<file path="config.mk">
export PLATFORM = sky130hd
export DESIGN_NAME = websocket_text_frame_unmasker
export DESIGN_NICKNAME = d
export VERILOG_FILES = /design/src/rtl/core/wstfu_pkg.sv /design/src/rtl/core/websocket_text_frame_unmasker.sv /design/src/rtl/core/wstfu_parse.sv
export SDC_FILE = /design/constraint.sdc
export NUM_CORES = 1
export LEC_CHECK = 0
export BUFFER_PORTS_ARGS = -buffer_cell sky130_fd_sc_hd__buf_2
export CAP_MARGIN = 20
export CORE_ASPECT_RATIO = 1.1
export CORE_MARGIN = 2
export CORE_UTILIZATION = 60
export CTS_CLUSTER_DIAMETER = 50
export DETAILED_ROUTE_END_ITERATION = 10
export GPL_ROUTABILITY_DRIVEN = 0
export GPL_TIMING_DRIVEN = 1
export PLACE_DENSITY = 0.9
export SLEW_MARGIN = 0
export SYNTH_ARGS = -nofsm -noshare
export SYNTH_HDL_FRONTEND = slang
export SYNTH_SLANG_ARGS = --single-unit
</file>
<file path="constraint.sdc">
create_clock -name i_clk -period 3.9 [get_ports i_clk]
set_input_delay 0 -clock i_clk [delete_from_list [all_inputs] [get_ports i_clk]]
set_output_delay 0 -clock i_clk [all_outputs]
set_load 0.01 [all_outputs]
</file>
<file path="src/rtl/core/wstfu_pkg.sv">
// Shared types and constants for the WebSocket text frame unmasker.
package wstfu_pkg;

    localparam int unsigned BYTE_W   = 8;
    localparam int unsigned LEN_W    = 7;
    localparam int unsigned POS_W    = 8;
    localparam int unsigned KEY_W    = 32;
    localparam int unsigned STATUS_W = 3;
    localparam int unsigned OUT_W    = 16;

    localparam logic [POS_W-1:0]  POS_LEN     = 8'd1;
    localparam logic [POS_W-1:0]  POS_KEY_END = 8'd5;
    localparam logic [POS_W-1:0]  POS_DATA    = 8'd6;
    localparam logic [POS_W-1:0]  POS_MAX     = 8'd255;
    localparam logic [3:0]        OPC_TEXT    = 4'h1;
    localparam logic [LEN_W-1:0]  LEN_MAX     = 7'd125;

    typedef enum logic [STATUS_W-1:0] {
        ST_PAYLOAD = 3'd0,
        ST_EMPTY   = 3'd1,
        ST_SHORT   = 3'd2,
        ST_BADHDR  = 3'd3,
        ST_TRUNC   = 3'd4
    } t_status;

    typedef struct packed {
        logic              valid;
        logic [BYTE_W-1:0] payload_byte;
        logic              last_payload;
        logic [LEN_W-1:0]  frame_length;
        t_status           status;
    } t_result;

endpackage

</file>
<file path="src/rtl/core/websocket_text_frame_unmasker.sv">
// Top level of the WebSocket text frame unmasker with its output register.
//
// The slave channel takes the received frame buffer one byte per transfer,
// with tlast set on the final byte of the buffer. The master channel gives
// at most one result per input byte: an unmasked payload byte, or a single
// status for an empty frame, a short buffer, a bad header or a truncated
// payload. Bytes after the outcome of a frame give no result.
// Each byte is parsed by a single level of logic between the parser state
// and the output register, so a result appears in the cycle after its input
// transfer and the block sustains one byte per cycle while tready is held.
// When the receiver stalls, the output register holds its result and the
// slave channel keeps accepting while the register is empty or being
// drained in the same cycle, so throughput drops only while the receiver
// actually withholds tready.
// Synchronous reset clears the parser state and the output valid flag; the
// next byte is then taken as the first byte of a new buffer.
module websocket_text_frame_unmasker (
    input  logic                             i_clk,
    input  logic                             i_rst_n,
    input  logic                             i_s_axis_tvalid,
    output logic                             o_s_axis_tready,
    input  logic [wstfu_pkg::BYTE_W-1:0]     i_s_axis_tdata,   // [7:0] rx_byte
    input  logic                             i_s_axis_tlast,   // end_of_buffer
    output logic                             o_m_axis_tvalid,
    input  logic                             i_m_axis_tready,
    output logic [wstfu_pkg::OUT_W-1:0]      o_m_axis_tdata,   // [7:0] payload_byte,
                                                               // [14:8] frame_length, [15] zero
    output logic [wstfu_pkg::STATUS_W-1:0]   o_m_axis_tuser,   // [2:0] status
    output logic                             o_m_axis_tlast    // last_payload
);
    import wstfu_pkg::*;

    logic    accept;
    t_result res;
    logic    r_valid, n_valid;
    t_result r_out;

    assign o_s_axis_tready = !r_valid || i_m_axis_tready;
    assign accept          = i_s_axis_tvalid && o_s_axis_tready;

    wstfu_parse u_parse (
        .i_clk    (i_clk),
        .i_rst_n  (i_rst_n),
        .i_accept (accept),
        .i_byte   (i_s_axis_tdata),
        .i_eob    (i_s_axis_tlast),
        .o_res    (res)
    );

    always_comb begin
        n_valid = r_valid;
        if (res.valid) begin
            n_valid = 1'b1;
        end else if (i_m_axis_tready) begin
            n_valid = 1'b0;
        end
    end

    always_ff @(posedge i_clk) begin
        if (!i_rst_n) begin
            r_valid <= 1'b0;
        end else begin
            r_valid <= n_valid;
        end
    end

    always_ff @(posedge i_clk) begin
        if (res.valid) begin
            r_out <= res;
        end
    end

    assign o_m_axis_tvalid = r_valid;
    assign o_m_axis_tdata  = {1'b0, r_out.frame_length, r_out.payload_byte};
    assign o_m_axis_tuser  = r_out.status;
    assign o_m_axis_tlast  = r_out.last_payload;

    a_reset_empty: assert property (@(posedge i_clk)
        !i_rst_n |=> !o_m_axis_tvalid)
        else $error("Output valid directly after reset.");

    a_last_is_payload: assert property (@(posedge i_clk) disable iff (!i_rst_n)
        (o_m_axis_tvalid && o_m_axis_tlast) |-> (r_out.status == ST_PAYLOAD))
        else $error("Final payload flag on a status transfer.");

    a_status_zero_byte: assert property (@(posedge i_clk) disable iff (!i_rst_n)
        (o_m_axis_tvalid && r_out.status != ST_PAYLOAD) |-> (r_out.payload_byte == '0))
        else $error("Status transfer carries a nonzero payload byte.");

    a_load_then_valid: assert property (@(posedge i_clk) disable iff (!i_rst_n)
        res.valid |=> o_m_axis_tvalid)
        else $error("Parser result lost before the output register.");

endmodule

</file>
<file path="src/rtl/core/wstfu_parse.sv">
// Frame parser: header checks, mask key capture and payload unmasking for each byte.
module wstfu_parse (
    input  logic                            i_clk,
    input  logic                            i_rst_n,
    input  logic                            i_accept,
    input  logic [wstfu_pkg::BYTE_W-1:0]    i_byte,
    input  logic                            i_eob,
    output wstfu_pkg::t_result              o_res
);
    import wstfu_pkg::*;

    logic [POS_W-1:0] r_pos,      n_pos;
    logic             r_hdr_good, n_hdr_good;
    logic [LEN_W-1:0] r_len,      n_len;
    logic [KEY_W-1:0] r_key,      n_key;
    logic             r_done,     n_done;

    logic [1:0]        key_idx;
    logic [1:0]        mask_idx;
    logic [POS_W-1:0]  data_idx;
    logic [BYTE_W-1:0] key_byte;
    t_result           res;

    assign key_idx  = r_pos[1:0] + 2'd2;
    assign mask_idx = r_pos[1:0] + 2'd2;
    assign data_idx = r_pos - POS_DATA;
    assign key_byte = r_key[{mask_idx, 3'b000} +: BYTE_W];

    always_comb begin
        n_pos      = r_pos;
        n_hdr_good = r_hdr_good;
        n_len      = r_len;
        n_key      = r_key;
        n_done     = r_done;
        res        = '0;
        res.status = ST_PAYLOAD;

        if (!r_done) begin
            if (r_pos == '0) begin
                n_hdr_good = i_byte[7] && (i_byte[3:0] == OPC_TEXT);
            end else if (r_pos == POS_LEN) begin
                n_len = i_byte[LEN_W-1:0];
                if (i_byte[LEN_W-1:0] > LEN_MAX) begin
                    n_hdr_good = 1'b0;
                end
            end else if (r_pos <= POS_KEY_END) begin
                for (int k = 0; k < 4; k++) begin
                    if (key_idx == 2'(k)) begin
                        n_key[k*BYTE_W +: BYTE_W] = i_byte;
                    end
                end
            end

            if (r_pos < POS_KEY_END) begin
                if (i_eob) begin
                    res.valid  = 1'b1;
                    res.status = ST_SHORT;
                    n_done     = 1'b1;
                end
            end else if (r_pos == POS_KEY_END) begin
                if (!r_hdr_good) begin
                    res.valid  = 1'b1;
                    res.status = ST_BADHDR;
                    n_done     = 1'b1;
                end else if (r_len == '0) begin
                    res.valid  = 1'b1;
                    res.status = ST_EMPTY;
                    n_done     = 1'b1;
                end else if (i_eob) begin
                    res.valid        = 1'b1;
                    res.frame_length = r_len;
                    res.status       = ST_TRUNC;
                    n_done           = 1'b1;
                end
            end else if (r_hdr_good && (data_idx < {1'b0, r_len})) begin
                res.valid        = 1'b1;
                res.frame_length = r_len;
                if ((data_idx + 8'd1) == {1'b0, r_len}) begin
                    res.payload_byte = i_byte ^ key_byte;
                    res.last_payload = 1'b1;
                    n_done           = 1'b1;
                end else if (i_eob) begin
                    res.status = ST_TRUNC;
                    n_done     = 1'b1;
                end else begin
                    res.payload_byte = i_byte ^ key_byte;
                end
            end
        end

        if (r_pos != POS_MAX) begin
            n_pos = r_pos + 8'd1;
        end

        if (i_eob) begin
            n_pos      = '0;
            n_hdr_good = 1'b0;
            n_len      = '0;
            n_key      = '0;
            n_done     = 1'b0;
        end

        res.valid = res.valid && i_accept;
    end

    assign o_res = res;

    always_ff @(posedge i_clk) begin
        if (!i_rst_n) begin
            r_pos      <= '0;
            r_hdr_good <= 1'b0;
            r_len      <= '0;
            r_key      <= '0;
            r_done     <= 1'b0;
        end else if (i_accept) begin
            r_pos      <= n_pos;
            r_hdr_good <= n_hdr_good;
            r_len      <= n_len;
            r_key      <= n_key;
            r_done     <= n_done;
        end
    end

    a_eob_clears: assert property (@(posedge i_clk) disable iff (!i_rst_n)
        (i_accept && i_eob) |=> (r_pos == '0 && !r_done))
        else $error("State not cleared after the last byte of a buffer.");

    a_done_silent: assert property (@(posedge i_clk) disable iff (!i_rst_n)
        r_done |-> !o_res.valid)
        else $error("Result produced after the frame outcome was reported.");

    a_done_ends: assert property (@(posedge i_clk) disable iff (!i_rst_n)
        (o_res.valid && o_res.last_payload) |=> (r_done || r_pos == '0))
        else $error("Frame not closed after its final payload byte.");

endmodule
</file>
==> results of run 1 <==
==> final cells by class <==
cell class	instances	area share
inverter	19	0.01653
clock buffer	10	0.03189
timing repair buffer	37	0.04639
multi-input combinational	277	0.5022
clock inverter	6	0.01566
sequential	69	0.3642
tap	80	0.02320
==> worst paths after layout <==
path	to	depth (start not counted)
worst min-delay path	u_parse.r_len[5]	3
worst max-delay path	o_m_axis_tdata[7]	10
worst max register to register	o_m_axis_tdata[7]	10
worst min register to register	u_parse.r_key[7]	2
==> state kept, by name (all words and copies together), names as in the netlist <==
register            count
o_m_axis_tlast          1
o_m_axis_tuser          3
u_parse.r_len           7
u_parse.r_key          32
o_m_axis_tvalid         1
u_parse.r_done          1
o_m_axis_tdata         15
u_parse.r_pos           8
u_parse.r_hdr_good      1
==> power by group through the flow <==
stage	logic [mW]	clock network, mW	registers [mW]
floorplan	0.0952	0	0.778
CTS	0.143	0.613	0.761
finish	0.145	0.611	0.761
global placement	0.138	0	0.776
detailed placement	0.141	0	0.777
global route	0.156	0.642	0.763
==> through the flow <==
stage                     cells  setup WS [ns]  power [mW]  hold WS [ns]
after floorplan             385         0.4522      0.8735        0.1600
after global placement      480         0.6759      0.9132        0.3264
after detailed placement    480         0.4405      0.9175        0.3487
after CTS                   498         0.4462       1.517     0.0003119
after global routing        498         0.1488       1.561       0.03361
final                       498         0.3976       1.516      0.009491
==> cells in the mapped netlist (2+ instances only) <==
library cell  number  area (µm²)
dfxtp_1           50        1001
nor2b_1           46       287.8
mux2i_1           24       240.2
edfxtp_1          19       570.6
inv_1             19       71.32
xnor2_1           18       157.7
nor2_1            17       63.81
a22oi_1           15       112.6
ha_1              14       175.2
nand2_1           14       52.55
nor3_1            14       70.07
a21oi_1           10       50.05
clkbuf_1          10       37.54
nand3_1           10       50.05
and2_1             9       56.30
xor2_1             9       78.83
mux4_2             8       180.2
o21ai_0            6       30.03
buf_4              5       37.54
nand4_1            5       31.28
buf_2              4       20.02
nand2b_1           4       25.02
o21a_1             4       30.03
o21ai_2            3       26.28
a2111oi_0          2       17.52
a211o_1            2       17.52
a31o_2             2       17.52
a32oi_1            2       17.52
a41oi_1            2       17.52
and4_1             2       17.52
nand3b_1           2       15.01
nor3b_1            2       15.01
nor4_1             2       12.51
o2111ai_1          2       17.52
o211ai_1           2       15.01
or2_2              2       12.51
==> worst max-delay path: cells and delay by family, from the launching register on <==
kind                     cells  cell delay, ns
AO/OA/AOI/OAI                3            0.33
XOR/XNOR                     1            0.29
flip-flops                   1            0.85
adder cells (fa/ha/maj)      2            0.79
buffers and inverters        1            0.07
AND/OR/NAND/NOR              3            0.98
==> timing repair <==
item | in CTS | in global routing
endpoints found under the hold margin | 2 | 0
hold buffers | 2 | 0
resized for setup | 0 | 0
==> logic make-up after synthesis <==
family | count (synthesis) | synth area share
buffers and inverters | 39 | 0.04358
other | 1 | 0.0009603
DFF | 69 | 0.4024
adders and majority gates | 14 | 0.04486
and+or+nand+nor | 138 | 0.2025
xor gates and xnor gates | 29 | 0.07049
muxes | 32 | 0.1077
AOI/OAI and AO/OA | 63 | 0.1275
==> layer usage <==
layer  track usage  up-vias  routed length (µm)  share of wire
li1              -     1436                   -              -
met3       0.04796       23                 552          0.062
met5             0        -                   0              0
met2        0.4192      147                4206           0.47
met4        0.1310        0                 216          0.024
met1        0.3561     1418                3912           0.44
==> run metrics, run 1 <==
status finished, final reports clean; fin util 0.6926; Synthesis Warnings 0; # DRC 0; Initial DRC Count 299; max-slew violations 0; RSZ-0062 raised after global routing false; final hold vios 0; Die Span X 80.92 µm; Synth async-reset ratio 0; Clock power frac 0.403; Syn Area/Cell around 10 µm²; Vias slightly above 3k; Fmax approximately 290 MHz; most frequent cells in the layout 50 x dfxtp_1, 46 x nor2b_1, 33 x buf_2; internal reg-to-reg setup slack 0.40 ns; antenna cells 0; CTS tree built; flops & latches, synth between 60 and 70; P_sw 0.3888 mW; max cap viols 0; clk sinks 69; CP Capture Type flip-flop; sequential fraction of the synthesis area 0.4024; Fillers between 400 and 500; maximum vdd ir drop between 0.2 and 0.3 mV; largest net degree at the start of global routing 47; height of the die between 80 and 90 µm; total gr overflow 0; first-pass GRT wire length roughly 14000 µm; Crit. Startpoint u_parse.r_pos[1]; CTS Buf Count 9; Bufs on Longest Clock Path 2; critical path type flip-flop to flip-flop; Root Driver clkbuf_8; syn_nets 412; Worst-Skew Late Latency around 0.35 ns; Critical Path Max Stage Delay between 0.8 and 0.9 ns; switch share 0.2564; Post-synth EDFFs 19; worst-path fanout max 18; WL/cell roughly 18 µm; Crit Reg-Reg Startpoint u_parse.r_pos[1]; Least-Margin Pin Slew between 0.9 and 1 ns; post-route ant nets 0; final setup violation count 0; Top FF cell, synth dfxtp_1; initial antenna violation count 0; Final Cycle Share 0.8980; fin crit period ~3.5 ns; DIE AREA approximately 7000 µm²; Combinational Power Share 0.096; fin nets 440; Slowest cell on crit path dfxtp_1; clk_skew between 0.008 and 0.009 ns; pwr/cell area between 300 and 400 nW/µm²; DP HPWL 6130 µm; ratio of cells with drive above 1 in the final layout 0.1818; post-CTS setup buffers 0; most common cell after layout, fill and taps aside dfxtp_1; input/output buffers 33; row count 30; sequential share of power 0.502; CTS H-tree depth 3; start point of the worst hold path i_s_axis_tdata[5]; IO Pins 35; worst hold path type input pin to flip-flop; vias in the first global route around 3k; Layout area overhead 10.51%; cell repeated most along the worst path ha_1; clk slew on worst S/H paths approximately 0.08 ns; crit path launch type flip-flop; Sequential cell area about 1600 µm²; starting density of the core 0.6267; design area between 4000 and 5000 µm²; gr usage total 0.2666; area of the multi-input gates between 2000 and 2500 µm²; Slew Limit Headroom 0.3397; Static Leak approximately 1.6 nW; cell area after synthesis between 3000 and 4000 µm²; crit-path cells ha_1 -> xor2_1 -> inv_1 -> ha_1 -> o21ai_0 -> a21oi_1 -> nor4_1 -> o2111ai_1 -> or2_2 -> nor3_1; Cell Area, Placed between 4000 and 5000 µm²; CP required around 4.1 ns; Syn Inst Count 385; post-synthesis cell type count 60; Via density roughly 6.1; Int Pwr between 1 and 1.5 mW; CP arrival between 3 and 4 ns; core area around 6200 µm²; setup TNS 0 ns; total wire length between 8000 and 9000 µm; DR pass1 iterations 6
No activity file was read; power rests on OpenSTA's default activity.
==> inputs of run 2 (changes only) <==
--- a/config.mk
+++ b/config.mk
@@ -9,12 +9,12 @@
 export CAP_MARGIN = 20
 export CORE_ASPECT_RATIO = 1.1
 export CORE_MARGIN = 2
-export CORE_UTILIZATION = 60
+export CORE_UTILIZATION = 41
 export CTS_CLUSTER_DIAMETER = 50
 export DETAILED_ROUTE_END_ITERATION = 10
 export GPL_ROUTABILITY_DRIVEN = 0
 export GPL_TIMING_DRIVEN = 1
-export PLACE_DENSITY = 0.9
+export PLACE_DENSITY = 0.69
 export SLEW_MARGIN = 0
 export SYNTH_ARGS = -nofsm -noshare
 export SYNTH_HDL_FRONTEND = slang
==> run 2 against run 1 <==
Combinational power is essentially flat. Critical path depth unchanged. Flip-flop and latch count unchanged. Non-clock buffer count increased by 3. Final cell count increased by 8.0%. Clock-buffer cell count is the same. Global-route usage fell by 8.4 points. Highest routed layer unchanged.
==> run metrics, run 2 (same netlist as run 1, synthesis figures left out) <==
DIE AREA 10320 µm² (+44%); Bufs on Longest Clock Path 2 (unchanged); CP arrival 3.44 ns (-0.23 ns); total wire length 9200 µm (+3.5%); worst-path fanout max 17 (-1); area of the multi-input gates 2167 µm² (unchanged); Fmax 306.5 MHz (+7.4%); Fin Hold WS 0.01030 ns (+0.0008068 ns); fin crit period 3.263 ns (-0.2398 ns); most frequent cells in the layout 50 x dfxtp_1, 46 x nor2b_1, 33 x buf_2; CTS tree built; # DRC 0 (unchanged); DR pass1 iterations 5 (-1); fin nets 443 (+0.68%); most common cell after layout, fill and taps aside dfxtp_1; starting density of the core 0.4197 (-0.2070); CTS H-tree depth 3 (unchanged); WL/cell 17.10 µm (-4.2%); height of the die 106.4 µm (+20%); core area 9305 µm² (+49%); Initial DRC Count 219 (-27%); total gr overflow 0 (unchanged); Post-CTS Resized 0 (unchanged); CP Capture Type flip-flop; Via density 5.483 (-9.7%); most flop-heavy register u_parse.r_key; clk slew on worst S/H paths 0.08 ns (about the same); IO Pins 35 (unchanged); post-route ant nets 0 (unchanged); Layout area overhead 12.40%; DP HPWL 6575 µm (+7.3%); clk_skew 0.01352 ns (+0.004971 ns); Final Cycle Share 0.8366 (-0.06149); Largest register FFs 32 (unchanged); clk sinks 69 (unchanged); vias in the first global route 2861 (-2.4%); gr usage total 0.1827 (-0.08389); Sequential cell area 1572 µm² (unchanged); crit path launch type flip-flop; critical path type flip-flop to flip-flop; Root Driver clkbuf_8; antenna cells 0 (unchanged); Vias 2950 (-2.4%); Least-Margin Pin Slew 1.065 ns (+0.08174 ns); ratio of cells with drive above 1 in the final layout 0.1829 (+0.001080); largest net degree at the start of global routing 47 (unchanged); CTS Buf Count 9 (unchanged); initial antenna violation count 0 (unchanged); first-pass GRT wire length 15040 µm (+4.9%); worst hold path type input pin to flip-flop; status finished, final reports clean; row count 37 (+23%); Worst-Skew Late Latency 0.36 ns (about the same); final setup violation count 0 (unchanged); Slew Limit Headroom 0.2848 (-0.05491); setup TNS 0 ns (unchanged); pwr/cell area 345.2 nW/µm² (-1.7%); max cap viols 0 (unchanged); input/output buffers 33 (unchanged); maximum vdd ir drop 0.1849 mV (-34%); max-slew violations 0 (unchanged); CP required 4.08 ns (about the same); Fillers 883 (+89%); RSZ-0062 raised after global routing false; Die Span X 97.05 µm (+20%); final hold vios 0 (unchanged); Static Leak 1.564 nW (+0.86%)
## run 2: through the flow
| stage | setup slack, ns | power, mW | instances | instance area (µm²) | util |
|---|---|---|---|---|---|
| after floorplan | 0.4522 | 0.8735 | 385 | 3905 | - |
| after global placement | 0.8581 | 0.9189 | 518 | 4144 | 0.4453 |
| after detailed placement | 0.6719 | 0.9212 | 518 | 4144 | 0.4453 |
| after CTS | 0.6700 | 1.526 | 538 | 4389 | 0.4717 |
| after global routing | 0.3506 | 1.566 | 538 | 4389 | 0.4717 |
| final | 0.6374 | 1.515 | 538 | 4389 | 0.4717 |
## run 2: final timing paths
kind / startpoint / end / slack [ns] / depth (start not counted)
setup / recovery: u_parse.r_pos[2] / o_m_axis_tdata[1] / 0.64 / 10
hold reg to reg: u_parse.r_key[7] / u_parse.r_key[7] / 0.46 / 2
hold / removal: i_s_axis_tdata[6] / u_parse.r_len[6] / 0.01 / 3
setup reg to reg: u_parse.r_pos[2] / o_m_axis_tdata[1] / 0.64 / 10
## run 2: final cells by class
class / count / share of cell area
tap: 117 / 0.03335
clock buffer: 10 / 0.03136
inverter: 19 / 0.01625
timing repair buffer: 40 / 0.05188
clock inverter: 6 / 0.01539
sequential: 69 / 0.3580
multi-input combinational: 277 / 0.4937
## run 2: where the power goes
| part | switching, mW | leakage, nW | internal, mW | total [mW] |
|---|---|---|---|---|
| Combinational | 0.0870 | 0.872 | 0.0596 | 0.147 |
| Clock | 0.290 | 0.104 | 0.317 | 0.607 |
| Sequential | 0.0102 | 0.589 | 0.751 | 0.762 |
## run 2: worst max-delay path, stage by stage, from the launching register on
cell,delay [ns]
dfxtp_1,0.69
ha_1,0.52
xor2_1,0.30
inv_1,0.07
ha_1,0.26
o21ai_0,0.08
a21oi_1,0.06
nor4_1,0.27
o2111ai_1,0.19
or2_2,0.41
nor3_1,0.23
## run 2: per-layer routing
metal,part of all wire,global-route usage,vias to the layer above
met1,0.48,0.2615,1392
met2,0.45,0.2773,101
met5,0,0,-
met4,0.023,0.07948,0
met3,0.051,0.02301,14
li1,-,-,1443
## run 2: timing repair
action	4_1_cts	5_1_grt
endpoints found under the hold margin	4	0
buffers inserted	0	0
hold buffers	4	0
